==> config.mk <==
export PLATFORM = sky130hd
export DESIGN_NAME = pqsb_merge
export DESIGN_NICKNAME = d
export VERILOG_FILES = /design/src/pqsb_pkg.sv /design/src/pqsb_merge.sv
export SDC_FILE = /design/constraint.sdc
export NUM_CORES = 1
export LEC_CHECK = 0
export BUFFER_PORTS_ARGS = -buffer_cell sky130_fd_sc_hd__buf_4
export CAP_MARGIN = 20
export CORE_ASPECT_RATIO = 0.75
export CORE_MARGIN = 3
export CORE_UTILIZATION = 40
export CTS_CLUSTER_DIAMETER = 120
export DETAILED_ROUTE_END_ITERATION = 10
export GPL_TIMING_DRIVEN = 0
export PLACE_DENSITY = 0.67
export SYNTH_ARGS = -nofsm -noshare
export SYNTH_HDL_FRONTEND = slang
export SYNTH_SLANG_ARGS = --single-unit
==> constraint.sdc <==
create_clock -name clk -period 13.8 [get_ports clk]
set_input_delay 2.07 -clock clk [delete_from_list [all_inputs] [get_ports clk]]
set_output_delay 2.07 -clock clk [all_outputs]
set_load 0.02 [all_outputs]
==> src/pqsb_pkg.sv <==
// ----------------------------------------------------------------------------
// pqsb_pkg
// Shared types and constants for the portal quad screen bounds block.
// ----------------------------------------------------------------------------
package pqsb_pkg;

  localparam int CoefW    = 32;                 // Q16.16 coefficient / coordinate
  localparam int ProdW    = 2 * CoefW;          // exact Q32.32 product
  localparam int ClipW    = 51;                 // exact clip sum, Q.16
  localparam int FracBits = 14;                 // Q2.14 screen fraction
  localparam int QBits    = FracBits + 1;       // quotient bits kept by the divider
  localparam int RemW     = ClipW + FracBits;   // divider partial remainder
  localparam int OutW     = 16;
  localparam int NumRows  = 3;
  localparam int NumTerms = 4;
  localparam int NumLanes = 4;
  localparam int DivLat   = QBits + 2;          // prep, one stage per bit, output
  localparam int LaneLat  = DivLat + 2;         // product stage and sum stage first

  localparam logic signed [OutW-1:0] OneQ14    = 16'sd16384;
  localparam logic signed [OutW-1:0] NegOneQ14 = -16'sd16384;
  localparam logic [ClipW-1:0]       EpsQ16    = ClipW'(32768);

  typedef enum logic [2:0] {
    REG_X_FIRST  = 3'd0,
    REG_X_SECOND = 3'd1,
    REG_Y_FIRST  = 3'd2,
    REG_Y_SECOND = 3'd3,
    REG_W_FIRST  = 3'd4,
    REG_W_SECOND = 3'd5
  } cfg_idx_t;

  // per-corner result handed from a lane to the merge stage
  typedef struct packed {
    logic                   behind;   // w <= 0
    logic                   near;     // -w below 0.5
    logic signed [OutW-1:0] sx;
    logic signed [OutW-1:0] sy;
  } lane_res_t;

endpackage

==> src/pqsb_merge.sv <==
// ----------------------------------------------------------------------------
// pqsb_merge
// Combines the four corner results into the screen box and visibility.
// ----------------------------------------------------------------------------
module pqsb_merge (
  input  logic                                  clk,
  input  logic                                  rst,
  input  logic                                  in_valid,
  input  pqsb_pkg::lane_res_t [pqsb_pkg::NumLanes-1:0] lanes,
  output logic                                  done,
  output logic                                  visible,
  output logic signed [pqsb_pkg::OutW-1:0]      box_min_x,
  output logic signed [pqsb_pkg::OutW-1:0]      box_min_y,
  output logic signed [pqsb_pkg::OutW-1:0]      box_max_x,
  output logic signed [pqsb_pkg::OutW-1:0]      box_max_y
);

  localparam int OW = pqsb_pkg::OutW;

  logic          any_vis, any_behind, far_behind;
  logic signed [OW-1:0] mnx, mny, mxx, mxy;
  logic          vis_next;
  logic signed [OW-1:0] bx0_next, by0_next, bx1_next, by1_next;

  always_comb begin
    any_vis    = 1'b0;
    any_behind = 1'b0;
    far_behind = 1'b0;
    mnx = pqsb_pkg::OneQ14;
    mny = pqsb_pkg::OneQ14;
    mxx = pqsb_pkg::NegOneQ14;
    mxy = pqsb_pkg::NegOneQ14;
    for (int k = 0; k < pqsb_pkg::NumLanes; k++) begin
      if (lanes[k].behind) begin
        any_behind = 1'b1;
        if (!lanes[k].near) far_behind = 1'b1;
      end else begin
        any_vis = 1'b1;
        if (lanes[k].sx < mnx) mnx = lanes[k].sx;
        if (lanes[k].sx > mxx) mxx = lanes[k].sx;
        if (lanes[k].sy < mny) mny = lanes[k].sy;
        if (lanes[k].sy > mxy) mxy = lanes[k].sy;
      end
    end

    if ((any_vis && any_behind) || (!any_vis && any_behind && !far_behind)) begin
      vis_next = 1'b1;
      bx0_next = pqsb_pkg::NegOneQ14;
      by0_next = pqsb_pkg::NegOneQ14;
      bx1_next = pqsb_pkg::OneQ14;
      by1_next = pqsb_pkg::OneQ14;
    end else if (any_vis) begin
      vis_next = 1'b1;
      bx0_next = mnx;
      by0_next = mny;
      bx1_next = mxx;
      by1_next = mxy;
    end else begin
      vis_next = 1'b0;
      bx0_next = '0;
      by0_next = '0;
      bx1_next = '0;
      by1_next = '0;
    end
  end

  always_ff @(posedge clk) begin
    if (rst) begin
      done <= 1'b0;
    end else begin
      done <= in_valid;
    end
  end

  always_ff @(posedge clk) begin
    visible   <= vis_next;
    box_min_x <= bx0_next;
    box_min_y <= by0_next;
    box_max_x <= bx1_next;
    box_max_y <= by1_next;
  end

endmodule
# [Word-level counts from Yosys, hierarchy flattened]
# Index checks and enable logic that the tools add are counted.
[classes] n_bitwise=1 magnitude_cmp=16 n_mux=53 n_reduce_logical=7
[ops] cell="two-way mux 16 bit" n=34
[ops] cell="greater-than comparator 16 bit" n=6
[ops] cell="less-than comparator 16 bit" n=6
[ops] cell="greater-than comparator 16 x 15 -> 1 bit, second input constant" n=2
[ops] cell="less-than comparator 16 bit, second input constant" n=2
[ops] cell="two-way mux 15 bit" n=2
[ops] cell="two-way mux 1 bit" n=17
[ops] cell="logical AND 1 bit" n=3
[ops] cell="logical NOT 1 bit" n=2
[ops] cell="OR reduction 2 bit" n=1
[ops] cell="logical OR 1 bit" n=1
[ops] cell="inverter 1 bit" n=1
[word_totals] reg_bits=66 wordCells=87

# [Depth between registers and ports, before layout]
[depth] depth_word=13 ltp_mapped=42 ltp_nobuf=35

# [Worst setup path after synthesis]
# Ideal clock, no wire load.
[synth_timing] path_kind="input to register" from="input port lanes[33] (netlist bit)" to="register box_max_x[0] (netlist bit)" arrival_ns=9.479 setup_slack_ns=4.251 stages=40 path_cell_list="inv_1 -> o21a_1 -> clkbuf_1 -> and2_1 -> clkbuf_1 -> nand2_1 -> ha_1 -> nand2_1 -> or4_1 -> a21o_1 -> nand3_2 -> and2_1 -> clkbuf_1 -> clkbuf_1 -> nand2_1 -> o21ai_0 -> inv_1 -> ha_1 -> (+4 left out) -> a211oi_1 -> a22oi_1 -> o211ai_2 -> buf_4 -> buf_4 -> nand2_1 -> o21ai_0 -> ha_1 -> a21o_1 -> a21o_1 -> a21oi_1 -> o21ai_0 -> a211oi_1 -> nor2_1 -> nor3_1 -> clkbuf_1 -> nand2_1 -> a21oi_1"
[synth_between] elab_chain_len=11 word_cells_on_any_way=33 classes_between="order compare (3); mux (22); bitwise (1); reduce/logical (7)"
[synth_lines] item="start: declaration" line_no="pqsb_merge.sv:9" source="input pqsb_pkg::lane_res_t [pqsb_pkg::NumLanes-1:0] lanes,"
[synth_lines] item="parallel branches: the longest is 11 deep, another holds greater-than comparator 16 bit"
[synth_lines] item="end signal: assignment" line_no="pqsb_merge.sv:79" source="box_max_x <= bx1_next;"
[synth_lines] item="end: declaration" line_no="pqsb_merge.sv:14" source="output logic signed [pqsb_pkg::OutW-1:0] box_max_x,"
# Parallel ways; which one is timed is not known.
# A chain may end at the register's enable or synchronous reset.

# [Worst setup path after layout]
[layout_timing] from="input port lanes[33] (netlist bit)" to="register box_max_x[15] (netlist bit)"
# The elaborated chain is that of the path after synthesis.

==> impl_summary.log <==
[metrics] layout cell share with drive strength beyond 1: between 10% and 20%
[metrics] number of buffers added by the clock tree synthesis step: 9
[metrics] buffer levels on the longest clock path: 2
[metrics] cells resized by post-CTS repair: 0
[metrics] cell depth of the worst min-delay path: 2
[metrics] number of global-route vias before repair: a little under 10000
[metrics] mean number of vias per cell: 5.91
[metrics] clock tree from TritonCTS: built
[metrics] Diodes inserted: 0
[metrics] Worst Hold End: done$_SDFF_PP0_
[metrics] outcome: finished clean
[metrics] required time of the worst setup path: between 10 and 15 ns
[metrics] gate count after technology mapping: 1234
[metrics] remaining antenna violation count after routing: 0
[metrics] Critical Setup Path Class: in -> reg
[metrics] Clock transition at path regs: approximately 0.06 ns
[metrics] data arrival time of the worst path: around 12 ns
[metrics] Final Max Tran Viols: 0
[metrics] y dimension of the die: 139 um
[metrics] final instance count without filler cells: ~1700
[metrics] cell chosen for the clock root: sky130_fd_sc_hd__clkbuf_16
[metrics] Post-CTS Setup Repair Bufs: 0
[metrics] critical path's most frequent cell: sky130_fd_sc_hd__clkbuf_1
[metrics] placed instance count: 1731
[metrics] cell area after technology mapping: 9390 um^2
[metrics] measured slew at the worst slew-check pin: 1.11 ns
[metrics] Buf/Inv on CP: 11
[metrics] quantity of hold-fixing buffers added after cts: 0
[metrics] worst-case headroom to the max-slew limit: roughly a quarter
[metrics] sequential share of the synthesized area: 14.1%
[metrics] Horiz. Die Dim: about 180 um
[metrics] synthesized area divided by synthesized cell count: 7.61 um^2
[metrics] number of warnings issued by yosys: 0
[metrics] peak supply drop: 60.5 uV
[metrics] Port Buffers: between 200 and 250
[metrics] final worst-path cycle share: 84.5%
[metrics] slowest stage delay, CP: ~0.6 ns
[metrics] mean routed wirelength per cell: about 21 um
[metrics] full die area: 25400 um^2
[metrics] Vias: 10300
[metrics] slowest library cell on the worst path: sky130_fd_sc_hd__a211oi_1
[metrics] routability-driven placement congestion ratio: 0.966
[metrics] Setup crit start kind: primary input
[metrics] clock period minus worst slack: 11.66 ns
[metrics] Detailed Route Iter0 Violations: 1061
[metrics] area added between synthesis and finish: 24.2%
[metrics] Placement Rows: 47
[metrics] Leakage: 5.56 nW
[metrics] setup repair after global routing missed its margin: false
[metrics] pin count of the biggest net entering global routing: 13
[metrics] starting density of the core: between 40% and 50%
[metrics] power density over the cells: between 80 and 90 nW/um^2
[metrics] path category of the worst min-delay check: in -> reg
[metrics] number of nets produced by synthesis: 1555
[metrics] total routing usage reported by global routing: 27.7%
[metrics] global-route wire length before repair: 55600 um
[metrics] Ports: 205
[metrics] DRT Pass-1 Iters: 5
[metrics] setup violation total in the final timing report: 0
[metrics] number of hold violations in the final report: 0
[metrics] Core Region: 22600 um^2
[metrics] cell class contributing the biggest share of worst-path delay: compound AO/OA/AOI/OAI gates
[metrics] DP HPWL: 30900 um
[metrics] total gr overflow: 0
[metrics] share of synthesized registers carrying an async set or reset: 0%
[metrics] Net count, final: 1770
[metrics] beginning of the worst hold path: rst
[metrics] number of remaining DRC errors: 0
[metrics] number of clock sinks: 66
[metrics] Max H-tree Level: 3
[metrics] ys flop type: sky130_fd_sc_hd__dfxtp_1
[metrics] dpl ws: 1.95 ns
[metrics] flop and latch count out of synthesis: between 60 and 70
[metrics] fin worst setup slack: approximately 2.1 ns
[metrics] max-capacitance violation count: 0
[metrics] Netlist cell types: slightly below 80
[metrics] Total Negative Setup Slacks: 0 ns
[metrics] kind of capture point of the worst setup path: flip-flop
[metrics] maximum clock frequency: 85.7 MHz
[metrics] number of antenna violations at the first check in global routing: 0
[metrics] Max FO, Critical Path: 10
[metrics] routed wire length: about 37000 um
[metrics] number of flops mapped to enable cells by yosys: 0
[layout by cell type (no fill, tap or decap), types with 9 or more instances in the layout]
cell type                   netlist  layout
sky130_fd_sc_hd__nor2b_1         12      12
sky130_fd_sc_hd__inv_1          100     100
sky130_fd_sc_hd__mux2_2          18      18
sky130_fd_sc_hd__buf_4            3     206
sky130_fd_sc_hd__nand2b_1        15      15
sky130_fd_sc_hd__o21ai_0         63      63
sky130_fd_sc_hd__nor3_1          21      21
sky130_fd_sc_hd__o22ai_1         18      18
sky130_fd_sc_hd__dfxtp_1         66      66
sky130_fd_sc_hd__a211o_1         12      12
sky130_fd_sc_hd__nand2_1        165     165
sky130_fd_sc_hd__o211ai_1        21      21
sky130_fd_sc_hd__nand3_1         13      13
sky130_fd_sc_hd__nand4_1         34      34
sky130_fd_sc_hd__and2_1          22      22
sky130_fd_sc_hd__nor2_1          60      60
sky130_fd_sc_hd__nor3b_1         13      13
sky130_fd_sc_hd__o21a_1          21      21
sky130_fd_sc_hd__nor4_1          12      11
sky130_fd_sc_hd__a221o_1         14      14
sky130_fd_sc_hd__a2111oi_0       11      11
sky130_fd_sc_hd__a21oi_1        100     100
sky130_fd_sc_hd__a21o_1          34      34
sky130_fd_sc_hd__buf_2           10      11
sky130_fd_sc_hd__ha_1           182     182
sky130_fd_sc_hd__a211oi_1        12      12
sky130_fd_sc_hd__clkbuf_1        33      34
sky130_fd_sc_hd__mux2i_1         48      48
sky130_fd_sc_hd__clkbuf_16        0       9
[cells by family after synthesis]
logic type / count (synthesis) / synth area share [%]
buf+inv: 150 / 6.33
xor+xnor: 2 / 0.187
compound gates: 362 / 26.5
simple gates: 406 / 21.4
flops: 66 / 14.1
fa+ha+maj: 182 / 24.3
mux: 66 / 7.28
[cell type report]
type,instances,area (um^2)
buffer,49,215
clock buffer,10,229
clock inverter,6,138
fill,2238,10900
inverter,101,379
multi-input combinational,1018,7480
sequential,66,1320
tap,294,368
timing repair buffer,204,1530
[Yosys cell counts, types with 5 or more instances]
cell / count / area [um^2]
sky130_fd_sc_hd__a2111oi_0: 11 / 96.3
sky130_fd_sc_hd__a211o_1: 12 / 105
sky130_fd_sc_hd__a211oi_1: 12 / 90.1
sky130_fd_sc_hd__a21o_1: 34 / 255
sky130_fd_sc_hd__a21oi_1: 100 / 500
sky130_fd_sc_hd__a221o_1: 14 / 140
sky130_fd_sc_hd__a31oi_1: 6 / 37.5
sky130_fd_sc_hd__and2_1: 22 / 138
sky130_fd_sc_hd__and3_1: 7 / 43.8
sky130_fd_sc_hd__and4_1: 5 / 43.8
sky130_fd_sc_hd__buf_2: 10 / 50.1
sky130_fd_sc_hd__clkbuf_1: 33 / 124
sky130_fd_sc_hd__dfxtp_1: 66 / 1320
sky130_fd_sc_hd__ha_1: 182 / 2280
sky130_fd_sc_hd__inv_1: 100 / 375
sky130_fd_sc_hd__mux2_2: 18 / 203
sky130_fd_sc_hd__mux2i_1: 48 / 480
sky130_fd_sc_hd__nand2_1: 165 / 619
sky130_fd_sc_hd__nand2b_1: 15 / 93.8
sky130_fd_sc_hd__nand3_1: 13 / 65.1
sky130_fd_sc_hd__nand4_1: 34 / 213
sky130_fd_sc_hd__nor2_1: 60 / 225
sky130_fd_sc_hd__nor2b_1: 12 / 75.1
sky130_fd_sc_hd__nor3_1: 21 / 105
sky130_fd_sc_hd__nor3b_1: 13 / 97.6
sky130_fd_sc_hd__nor4_1: 12 / 75.1
sky130_fd_sc_hd__o211ai_1: 21 / 158
sky130_fd_sc_hd__o21a_1: 21 / 158
sky130_fd_sc_hd__o21ai_0: 63 / 315
sky130_fd_sc_hd__o22ai_1: 18 / 113
sky130_fd_sc_hd__o31ai_1: 5 / 37.5
sky130_fd_sc_hd__or3_1: 8 / 50.1
sky130_fd_sc_hd__or4_1: 5 / 37.5
[state kept, by name (all words and copies together), names as in the netlist]
name,flops
box_max_x,16
box_max_y,16
box_min_x,16
box_min_y,16
done,1
visible,1
[per-layer routing]
layer	GRT usage [%]	share of wire [%]
met1	44.6	51
met5	0	0
met4	4.01	0.87
met3	7.11	10
met2	36.8	37
[metrics by stage]
stage,util [%],cell area (um^2),hold slack (ns),power (mW)
after floorplan,-,9390,2.14,0.547
after global placement,49.9,11300,2.23,0.723
after detailed placement,50.0,11300,2.23,0.733
after CTS,51.6,11700,1.87,1.03
after global routing,51.6,11700,1.89,1.11
final,51.6,11700,1.88,1.04
[where the power goes]
group	switching, mW	internal (mW)
clock	0.0964	0.196
combinational	0.331	0.218
sequential	0.00224	0.197
[worst max-delay path by stage]
stage | from | endpoint | slack, ns | depth (start not counted)
finish | lanes[33] | box_max_x[15]$_SDFF_PP0_ | 2.14 | 41
global route | lanes[33] | box_max_x[15]$_SDFF_PP0_ | 1.53 | 41
CTS | lanes[33] | box_max_x[0]$_SDFF_PP0_ | 2.25 | 41
detailed placement | lanes[33] | box_max_x[11]$_SDFF_PP0_ | 1.95 | 41
global placement | lanes[33] | box_max_x[11]$_SDFF_PP0_ | 2.11 | 41
floorplan | lanes[33] | box_max_x[0]$_SDFF_PP0_ | 4.25 | 40
Note: power is estimated with default switching activity, not from simulation.
